<file path="src/rtl/mpdc_pkg.sv">
`timescale 1ns / 1ps
// ----------------------------------------------------------------------------
// mpdc_pkg
// Types and codes shared by the presentation deadline clock and its users.
// ----------------------------------------------------------------------------
package mpdc_pkg;

    // Operation codes carried in each request.
    localparam logic [2:0] OP_START  = 3'd0;
    localparam logic [2:0] OP_PAUSE  = 3'd1;
    localparam logic [2:0] OP_RESUME = 3'd2;
    localparam logic [2:0] OP_SEEK   = 3'd3;
    localparam logic [2:0] OP_READ   = 3'd4;
    localparam logic [2:0] OP_EVAL   = 3'd5;

    // Configuration register indexes.
    localparam logic [1:0] CFG_READY_AHEAD   = 2'd0;
    localparam logic [1:0] CFG_READY_BEHIND  = 2'd1;
    localparam logic [1:0] CFG_SEVERE_BEHIND = 2'd2;

    localparam logic [30:0] READY_AHEAD_RST   = 31'd10000;
    localparam logic [30:0] READY_BEHIND_RST  = 31'd10000;
    localparam logic [30:0] SEVERE_BEHIND_RST = 31'd50000;

    // Deadline classes.
    localparam logic [1:0] CLASS_EARLY  = 2'd0;
    localparam logic [1:0] CLASS_READY  = 2'd1;
    localparam logic [1:0] CLASS_LATE   = 2'd2;
    localparam logic [1:0] CLASS_SEVERE = 2'd3;

    typedef struct packed {
        logic [2:0]         operation;
        logic [63:0]        now_us;
        logic signed [63:0] pts_us;
        logic               ref_frame;
        logic               key_frame;
    } t_in_item;

    typedef struct packed {
        logic signed [63:0] media_time_us;
        logic signed [63:0] pts_lead_us;
        logic [1:0]         deadline_class;
        logic               drop_frame;
        logic [31:0]        dropped_total;
        logic               clock_running;
        logic               clock_paused;
    } t_out_item;

endpackage

</file>
<file path="src/rtl/media_presentation_deadline_clock_top.sv">
`timescale 1ns / 1ps
// ----------------------------------------------------------------------------
// media_presentation_deadline_clock_top
// Pausable media clock that classifies frame timestamps against media time.
//
// Channel   Direction  Handshake                 Payload
// in        sink       i_in_valid / o_in_ready   i_in_item  (t_in_item)
// out       source     o_out_valid / i_out_ready o_out_item (t_out_item)
// cfg       sink       i_cfg_valid / o_cfg_ready i_cfg_index, i_cfg_data
//
// One request per cycle is sustained while the output is not stalled; each
// result passes from the input register through the clock stage, then
// through the classify stage, into the output register.
// The clock state is updated in the first stage, so a request sees the state
// left by the one before it. The drop counter lives in the classify stage.
// Each stage holds its contents while the one after it is full and stalled.
// Reset is synchronous, active low, and restores the default thresholds.
// ----------------------------------------------------------------------------
module media_presentation_deadline_clock_top (
    input  logic                 i_clk,
    input  logic                 i_rst_n,
    input  logic                 i_in_valid,
    output logic                 o_in_ready,
    input  mpdc_pkg::t_in_item   i_in_item,
    output logic                 o_out_valid,
    input  logic                 i_out_ready,
    output mpdc_pkg::t_out_item  o_out_item,
    input  logic                 i_cfg_valid,
    output logic                 o_cfg_ready,
    input  logic [1:0]           i_cfg_index,
    input  logic [30:0]          i_cfg_data
);
    import mpdc_pkg::*;

    typedef struct packed {
        logic signed [63:0] media_time_us;
        logic signed [63:0] pts_us;
        logic               is_eval;
        logic               droppable;
        logic               clock_running;
        logic               clock_paused;
    } t_mid;

    // Configuration.
    logic [30:0] r_ready_ahead;
    logic [30:0] r_ready_behind;
    logic [30:0] r_severe_behind;

    // Clock state.
    logic        r_running;
    logic        r_paused;
    logic [63:0] r_start;
    logic [63:0] r_base;
    logic [63:0] r_paused_at;
    logic [31:0] r_drop_count;

    logic        n_running;
    logic        n_paused;
    logic [63:0] n_start;
    logic [63:0] n_base;
    logic [63:0] n_paused_at;
    logic [31:0] n_drop_count;

    // Pipeline registers.
    logic      r_in_v;
    t_in_item  r_in;
    logic      r_mid_v;
    t_mid      r_mid;
    logic      r_out_v;
    t_out_item r_out;

    t_mid      n_mid;
    t_out_item n_out;

    logic out_free;
    logic mid_free;
    logic in_go;
    logic mid_go;

    assign out_free   = !r_out_v || i_out_ready;
    assign mid_free   = !r_mid_v || out_free;
    assign in_go      = r_in_v && mid_free;
    assign mid_go     = r_mid_v && out_free;
    assign o_in_ready = !r_in_v || mid_free;
    assign o_cfg_ready = 1'b1;

    // ---------------- clock stage ----------------
    logic [63:0] e_now;
    logic [63:0] e_pa;
    logic [63:0] elapsed;
    logic        pause_act;
    logic        resume_act;
    logic        now_after_pa;

    assign e_now        = r_in.now_us - r_start;
    assign e_pa         = r_paused_at - r_start;
    assign now_after_pa = r_in.now_us > r_paused_at;
    assign pause_act    = (r_in.operation == OP_PAUSE) && r_running && !r_paused;
    assign resume_act   = (r_in.operation == OP_RESUME) && r_running && r_paused;

    always_comb begin
        n_running   = r_running;
        n_paused    = r_paused;
        n_start     = r_start;
        n_base      = r_base;
        n_paused_at = r_paused_at;
        elapsed     = e_now;

        unique case (r_in.operation)
            OP_START: begin
                n_start   = r_in.now_us;
                n_base    = r_in.pts_us;
                n_paused  = 1'b0;
                n_running = 1'b1;
            end
            OP_PAUSE: begin
                if (pause_act) begin
                    n_paused_at = r_in.now_us;
                    n_paused    = 1'b1;
                end
            end
            OP_RESUME: begin
                if (resume_act) begin
                    if (now_after_pa) begin
                        n_start = r_start + (r_in.now_us - r_paused_at);
                    end
                    n_paused = 1'b0;
                end
            end
            OP_SEEK: begin
                n_start     = r_in.now_us;
                n_base      = r_in.pts_us;
                n_paused_at = r_in.now_us;
            end
            default: begin
            end
        endcase

        n_mid.pts_us        = r_in.pts_us;
        n_mid.is_eval       = (r_in.operation == OP_EVAL);
        n_mid.droppable     = !r_in.ref_frame && !r_in.key_frame;
        n_mid.clock_running = n_running;
        n_mid.clock_paused  = n_paused;

        // After a late resume the elapsed time from the moved start equals the
        // span up to the pause, so no chained subtraction is needed.
        priority if (!n_running) begin
            n_mid.media_time_us = '0;
        end else if ((r_in.operation == OP_START) || (r_in.operation == OP_SEEK)) begin
            n_mid.media_time_us = r_in.pts_us;
        end else if (n_paused) begin
            n_mid.media_time_us = (pause_act ? e_now : e_pa) + r_base;
        end else begin
            if (resume_act && now_after_pa) begin
                elapsed = e_pa;
            end
            if (elapsed[63]) begin
                elapsed = '0;
            end
            n_mid.media_time_us = elapsed + r_base;
        end
    end

    // ---------------- classify stage ----------------
    logic signed [63:0] delta;
    logic signed [63:0] ahead_lim;
    logic signed [63:0] behind_lim;
    logic signed [63:0] severe_lim;
    logic               drop;

    assign delta      = r_mid.pts_us - r_mid.media_time_us;
    assign ahead_lim  = $signed({33'd0, r_ready_ahead});
    assign behind_lim = -$signed({33'd0, r_ready_behind});
    assign severe_lim = -$signed({33'd0, r_severe_behind});
    assign drop       = r_mid.is_eval && r_mid.droppable && (delta < severe_lim);

    always_comb begin
        n_drop_count          = drop ? r_drop_count + 32'd1 : r_drop_count;
        n_out.media_time_us   = r_mid.media_time_us;
        n_out.pts_lead_us     = '0;
        n_out.deadline_class  = CLASS_EARLY;
        n_out.drop_frame      = drop;
        n_out.dropped_total   = n_drop_count;
        n_out.clock_running   = r_mid.clock_running;
        n_out.clock_paused    = r_mid.clock_paused;
        if (r_mid.is_eval) begin
            n_out.pts_lead_us = delta;
            priority if (delta > ahead_lim) begin
                n_out.deadline_class = CLASS_EARLY;
            end else if (delta >= behind_lim) begin
                n_out.deadline_class = CLASS_READY;
            end else if (delta >= severe_lim) begin
                n_out.deadline_class = CLASS_LATE;
            end else begin
                n_out.deadline_class = CLASS_SEVERE;
            end
        end
    end

    // ---------------- registers ----------------
    always_ff @(posedge i_clk) begin
        if (!i_rst_n) begin
            r_in_v          <= 1'b0;
            r_mid_v         <= 1'b0;
            r_out_v         <= 1'b0;
            r_running       <= 1'b0;
            r_paused        <= 1'b0;
            r_start         <= '0;
            r_base          <= '0;
            r_paused_at     <= '0;
            r_drop_count    <= '0;
            r_ready_ahead   <= READY_AHEAD_RST;
            r_ready_behind  <= READY_BEHIND_RST;
            r_severe_behind <= SEVERE_BEHIND_RST;
        end else begin
            if (i_cfg_valid) begin
                unique case (i_cfg_index)
                    CFG_READY_AHEAD:   r_ready_ahead   <= i_cfg_data;
                    CFG_READY_BEHIND:  r_ready_behind  <= i_cfg_data;
                    CFG_SEVERE_BEHIND: r_severe_behind <= i_cfg_data;
                    default: begin
                    end
                endcase
            end

            if (i_in_valid && o_in_ready) begin
                r_in_v <= 1'b1;
            end else if (in_go) begin
                r_in_v <= 1'b0;
            end

            if (in_go) begin
                r_mid_v     <= 1'b1;
                r_running   <= n_running;
                r_paused    <= n_paused;
                r_start     <= n_start;
                r_base      <= n_base;
                r_paused_at <= n_paused_at;
            end else if (mid_go) begin
                r_mid_v <= 1'b0;
            end

            if (mid_go) begin
                r_out_v      <= 1'b1;
                r_drop_count <= n_drop_count;
            end else if (i_out_ready) begin
                r_out_v <= 1'b0;
            end
        end
    end

    // Payload registers carry no reset.
    always_ff @(posedge i_clk) begin
        if (i_in_valid && o_in_ready) begin
            r_in <= i_in_item;
        end
        if (in_go) begin
            r_mid <= n_mid;
        end
        if (mid_go) begin
            r_out <= n_out;
        end
    end

    assign o_out_valid = r_out_v;
    assign o_out_item  = r_out;

endmodule
</file>
<file path="config.mk">
export PLATFORM = sky130hd
export DESIGN_NAME = media_presentation_deadline_clock_top
export DESIGN_NICKNAME = d
export VERILOG_FILES = /design/src/rtl/mpdc_pkg.sv /design/src/rtl/media_presentation_deadline_clock_top.sv
export SDC_FILE = /design/constraint.sdc
export NUM_CORES = 2
export LEC_CHECK = 0
export BUFFER_PORTS_ARGS = -buffer_cell sky130_fd_sc_hd__buf_2
export CORE_MARGIN = 4
export CORE_UTILIZATION = 45
export DETAILED_ROUTE_END_ITERATION = 8
export SLEW_MARGIN = 20
export SYNTH_ARGS = -nofsm -noshare
export SYNTH_HDL_FRONTEND = slang
export SYNTH_SLANG_ARGS = --single-unit
</file>
<file path="constraint.sdc">
create_clock -name i_clk -period 22.9 [get_ports i_clk]
set_input_delay 2.29 -clock i_clk [delete_from_list [all_inputs] [get_ports i_clk]]
set_output_delay 2.29 -clock i_clk [all_outputs]
set_load 0.1 [all_outputs]
</file>
# Word level (Yosys, flattened, before mapping)
# Index checks and enable logic that the tools add are counted.
[op_classes]
bitwise_logic = 1
n_eq_ne = 9
n_lt_le_gt_ge = 5
reduce_logical = 37
addsub = 10
muxes = 29
[op_table]
columns = ["cell", "count"]
rows = [
  ["2-to-1 mux 64 bit", 13],
  ["case mux 64 bit (2 select lines)", 2],
  ["subtractor 64 bit", 4],
  ["adder 64 bit", 3],
  [">= comparator 64 bit", 2],
  ["negator 31 -> 64 bit", 2],
  ["> comparator 64 x 32 -> 1 bit", 1],
  ["> comparator 64 bit", 1],
  ["< comparator 64 bit", 1],
  ["2-to-1 mux 63 bit", 1],
  ["adder 32 x 1 -> 32 bit (second input constant)", 1],
  ["2-to-1 mux 32 bit", 1],
  ["logical AND 1 bit", 11],
  ["2-to-1 mux 1 bit", 11],
  ["nonzero test 2 bit", 5],
  ["AND reduction 2 bit", 4],
  ["equality test 3 x 2 -> 1 bit (second input constant)", 2],
  ["logical NOT 1 bit", 6],
  ["!= test 2 bit (second input constant)", 3],
  ["logical OR 1 bit", 4],
  ["AND reduction 4 bit", 1],
  ["OR reduction 2 bit", 2],
  ["equality test 3 x 1 -> 1 bit (second input constant)", 1],
  ["equality test 3 bit (second input constant)", 1],
  ["other kinds (8)", 8],
]
[totals]
elab_cells = 122
in_bits = 171
ff_bits = 752
output_inout_bits = 168

# Logic depth before layout (Yosys ltp)
[depth]
depth_word = 15
depth_mapped = 33
depth_no_buf = 31

# Worst setup path before layout
# OpenSTA, ideal clock, no wires.
[synth_path]
path_kind = "in2reg"
start = "input port i_out_ready"
end = "register r_in, in the netlist n_mid[10] (enable)"
path_buffers = 0
path_stages = 2
t_required_ns = 22.195
t_arrival_ns = 9.023
setup_time_ns = 0.705
path_slack_ns = 13.172
cell_sequence = "nor2b_1 > a31oi_1"
[synth_via]
elab_chain_cells = 4
[synth_lines]
columns = ["element", "line", "rtl"]
rows = [
  ["start, declared", "media_presentation_deadline_clock_top.sv:26", "input logic i_out_ready,"],
  ["logical OR 1 bit", "media_presentation_deadline_clock_top.sv:80", "assign out_free = !r_out_v || i_out_ready;"],
  ["logical OR 1 bit", "media_presentation_deadline_clock_top.sv:81", "assign mid_free = !r_mid_v || out_free;"],
  ["logical OR 1 bit", "media_presentation_deadline_clock_top.sv:84", "assign o_in_ready = !r_in_v || mid_free;"],
  ["logical AND 1 bit", "media_presentation_deadline_clock_top.sv:254", "if (i_in_valid && o_in_ready) begin"],
  ["end signal, assigned", "media_presentation_deadline_clock_top.sv:255", "r_in <= i_in_item;"],
  ["end, declared", "media_presentation_deadline_clock_top.sv:66", "t_in_item r_in;"],
]
# Every way passes these cells.
# A chain may end at the register's enable or synchronous reset.

# Worst setup path in the final report
[layout_path]
start = "register r_in[95] (netlist bit)"
end = "register r_mid, in the netlist n_out[163], data pin"
[layout_via]
elab_chain_cells = 13
elab_cells_between_ends = 16
cone_classes = "add/sub: 3; order compare: 1; mux: 11; reduce/logical: 1"
[layout_lines]
columns = ["element", "line", "rtl"]
rows = [
  ["> comparator 64 bit", "media_presentation_deadline_clock_top.sv:97", "assign now_after_pa = r_in.now_us > r_paused_at;"],
  ["logical AND 1 bit", "media_presentation_deadline_clock_top.sv:154", "if (resume_act && now_after_pa) begin"],
  ["2-to-1 mux 64 bit", "media_presentation_deadline_clock_top.sv:154", ""],
  ["2-to-1 mux 64 bit", "media_presentation_deadline_clock_top.sv:151", "end else if (n_paused) begin"],
  ["2-to-1 mux 64 bit", "media_presentation_deadline_clock_top.sv:149", "end else if ((r_in.operation == OP_START) || (r_in.operation == OP_SEEK)) begin"],
  ["2-to-1 mux 64 bit", "media_presentation_deadline_clock_top.sv:147", "priority if (!n_running) begin"],
  ["2-to-1 mux 63 bit", "media_presentation_deadline_clock_top.sv:157", "if (elapsed[63]) begin"],
  ["2-to-1 mux 64 bit", "media_presentation_deadline_clock_top.sv:151", ""],
  ["2-to-1 mux 64 bit", "media_presentation_deadline_clock_top.sv:149", ""],
  ["2-to-1 mux 64 bit", "media_presentation_deadline_clock_top.sv:147", ""],
  ["adder 64 bit", "media_presentation_deadline_clock_top.sv:160", "n_mid.media_time_us = elapsed + r_base;"],
  ["2-to-1 mux 64 bit *", "media_presentation_deadline_clock_top.sv:151", ""],
  ["2-to-1 mux 64 bit *", "media_presentation_deadline_clock_top.sv:149", ""],
  ["end signal, assigned", "media_presentation_deadline_clock_top.sv:258", "r_mid <= n_mid;"],
  ["end, declared", "media_presentation_deadline_clock_top.sv:68", "t_mid r_mid;"],
]
# Mark *: on every way between the ends. The rest lies on a longest branch, timed or not. The select of a mux whose other input is x is not followed.

==> out/results.tsv <==
stage	metric	value	unit
critical_path	CP Data Arrival Time	9.24	ns
cts	CTS Sinks	752	
critical_path	Crit-path slowest cell	a2111oi_1	
placement	# placed instances	8033	
detailed_routing	total number of vias	46700	
sta	fmax	115	MHz
sta	Max Slew Vio Count	0	
placement	Post-DP Area	57900	sq um
logic_synthesis	mux contribution to synthesized area	1.26	%
logic_synthesis	post-synth top area share	23.5	%
critical_path	Setup crit start	r_in[95]	
die	# rows	127	
logic_synthesis	#FFs+latches synth	752	
logic_synthesis	count of cell types in the netlist	111	
detailed_routing	TritonRoute pass-1 iters	5	
placement	Placer Congestion	0.927	
global_routing	M1 GR Usage	37.8	%
detailed_routing	Avg WL per Cell	20.6	um
power	sequential power share	34.1	%
global_routing	GR Util met3	2.56	%
logic_synthesis	register area share after synthesis	35.2	%
power	static leakage power	25.8	nW
logic_synthesis	Post-synth EDFFs	430	
final_layout	Reg area	19400	sq um
power	Clock Power Share	33.7	%
sta	fin crit period	8.73	ns
logic_synthesis	largest family of logic cells by synthesized area	compound AO/OA/AOI/OAI gates	
logic_synthesis	Post-synth ARST share	0	%
sta	max_slew headroom	24.8	%
global_routing	initial antenna violation count	1	
detailed_routing	WL final	168	mm
status	outcome	complete, no violations	
detailed_routing	initial DRC count	3894	
worst_hold_path	Hold Crit Class	reg -> reg	
final_layout	Final Non-Filler Cells	8194	
logic_synthesis	post-synthesis net count	7100	
final_layout	Finished Core Util	50.6	%
global_routing	largest net degree at the start of global routing	129	
critical_path	WP depth	30	
logic_synthesis	Post-Synth Simple-Gate Area	17.4	%
critical_path	r2r endpoint	n_out[163]	
sta	Slew @ Worst Pin	1.12	ns
cts	number of setup buffers added after CTS	0	
critical_path	reg-to-reg slack, setup	14.17	ns
critical_path	Max FO, Critical Path	31	
final_layout	synthesis-to-layout area growth	11.2	%
critical_path	CP Class	reg -> reg	
logic_synthesis	Synth Flop Type	edfxtp_1	
power	internal power	0.00295	W
logic_synthesis	Yosys top cell by area	edfxtp_1	
final_layout	most common cell after layout, fill and taps aside	nand2_1	
critical_path	CP max stage delay	0.97	ns
logic_synthesis	Synth Area in Compound Gates	19.6	%
cts	CTS buffer count	86	
cts	CTS tree	yes	
critical_path	crit-path leading delay family	compound AO/OA/AOI/OAI gates	
logic_synthesis	Area contributors post-synth	edfxtp_1 (23%), ha_1 (12%), dfxtp_1 (12%)	
final_layout	most frequent cells in the layout	nand2_1 (895), a21oi_1 (683), ha_1 (543)	
die	die area	128000	sq um
final_layout	Nets	7290	
logic_synthesis	XOR/XNOR share of the synthesized area	6.34	%
global_routing	met2 GRT Util	39.8	%
cts	post_cts resized	0	
global_routing	first-pass GRT wire length	259	mm
detailed_routing	Detail Route Antenna Nets	0	
sta	Fin Setup TNS	0	ns
power	Final Power	0.00457	W
logic_synthesis	Ys Warns	0	
global_routing	gr busiest metal	met2	
die	width of the die	357	um
critical_path	CP startpoint kind	flip-flop	
logic_synthesis	Adder-Cell Fraction of Synth Area	14.8	%
final_layout	post-route design area	61100	sq um
logic_synthesis	Post-Syn Area per Cell	8.70	sq um
final_layout	fill count	11400	
global_routing	Tot GR Track Use	25.7	%
run	maxcap violations	0	
final_layout	share of cells above drive strength 1	9.63	%
die	die height	357	um
critical_path	critical path buffer and inverter count	2	
logic_synthesis	Synth Cell Area	54900	sq um
power	Comb pwr share	32.2	%
sta	RSZ-0062 raised after global routing	no	
cts	hold-fix buffers at CTS	0	
placement	hpwl dp	130	mm
cts	Clock Path Buffers	3	
critical_path	CP Capture Type	flip-flop	
critical_path	Critical Path End	n_out[163]	
cts	root buf cell	clkbuf_16	
logic_synthesis	Gate Count Post-Synth	6319	
sta	Fin. Hold Viols	0	
power	sw power	0.00162	W
sta	skew final	0.0445	ns
die	core area	121000	sq um
global_routing	total gr overflow	0	
critical_path	R2R Path Start	r_in[95]	
cts	# H-tree levels	3	
power	Peak supply drop	0.0000535	V
critical_path	R2R depth	30	
critical_path	CP Data Required Time	23.41	ns
die	Ports	339	
detailed_routing	Vias per Instance	5.70	
detailed_routing	DRC	0	
final_layout	area occupied by multi-input gates	32700	sq um
cts	Clk Latency, worst-skew pair	0.69	ns
die	Initial Util	45.6	%
cts	Reg clk slew, reported paths	0.06	ns
global_routing	vias in the first global route	44000	
power	Sw Share	35.4	%
final_layout	number of diodes	0	
power	PwrDens	74.8	nW/um^2
placement	PortBufs	337	
sta	final setup fails	0	
sta	Final period util	38.1	%
metal layers:
| layer | routed length (um) | share of wire, % |
|---|---|---|
| met1 | 79900 | 47 |
| met2 | 73100 | 43 |
| met3 | 10200 | 6.1 |
| met4 | 5210 | 3.1 |
| met5 | 0 | 0 |
layout make-up:
cell class              count  area share [%]
well taps                1612            3.30
clock inverters            61            1.39
multi-input cells        4811            53.6
inverters                 478            2.97
repair buffers            380            3.29
clock buffers             100            3.74
flip-flops and latches    752            31.7
metrics by stage:
stage,setup slack (ns),hold slack (ns)
final,14.17,0.396
after global routing,13.86,0.416
after CTS,14.08,0.415
after detailed placement,14.13,0.423
after global placement,14.00,0.412
after floorplan,13.17,0.400
sequential cells by signal, indices dropped and copies added, names as in the netlist, 32 cells and up:
register      count
r_drop_count     32
r_paused_at      64
r_start          64
n_mid            64
o_out_item      165
n_out            66
r_base           64
r_in             69
r_mid            66
power groups by stage:
stage                     Combinational [W]  Sequential (W)  Clock [W]
after global routing                0.00162         0.00156    0.00163
after CTS                           0.00146         0.00156    0.00157
after detailed placement            0.00145         0.00158          0
after global placement              0.00144         0.00158          0
final                               0.00147         0.00156    0.00154
after floorplan                     0.00101         0.00164          0
worst min-delay path by stage:
stage | startpoint | endpoint | slack, ns | depth (start not counted)
finish | n_out[1] | o_out_item[1] | 0.40 | 0
global route | n_out[1] | o_out_item[1] | 0.42 | 0
CTS | n_out[1] | o_out_item[1] | 0.41 | 0
detailed placement | n_out[1] | o_out_item[1] | 0.42 | 0
global placement | n_out[1] | o_out_item[1] | 0.41 | 0
floorplan | n_out[0] | o_out_item[0] | 0.40 | 0
synthesized netlist by cell type (39+ instances only):
cell      instances
nand2_1         896
a21oi_1         683
ha_1            543
inv_1           475
edfxtp_1        430
nor2_1          361
dfxtp_1         322
a21o_1          258
xnor2_1         229
o21ai_0         221
clkbuf_1        215
xor2_1          167
nand3_1         120
nand4_1         112
nor3_1          102
a211oi_1         89
and2_1           73
nor4_1           68
fa_1             67
a31oi_1          61
mux2i_1          61
and3_1           57
o21bai_1         54
nor2b_1          50
nand2b_1         43
o21a_1           39
worst register-to-register path, delay by kind of cell, from the launching register on:
family	cells	cell delay, ns
AOI/OAI and AO/OA	15	4.24
and+or+nand+nor	8	2.13
adders and majority gates	3	1.06
DFF	1	0.52
buffers and inverters	2	0.31
muxes	1	0.16
xor gates and xnor gates	1	0.15
cells by family (layout without fill, tap and decap cells):
group	after synthesis	in the layout
and+or+nand+nor	2027	2027
DFF	752	752
other	1	1
xor gates and xnor gates	397	397
AOI/OAI and AO/OA	1708	1708
buffers and inverters	756	1019
muxes	68	68
adders and majority gates	610	610
(Power assumes the default switching activity.)
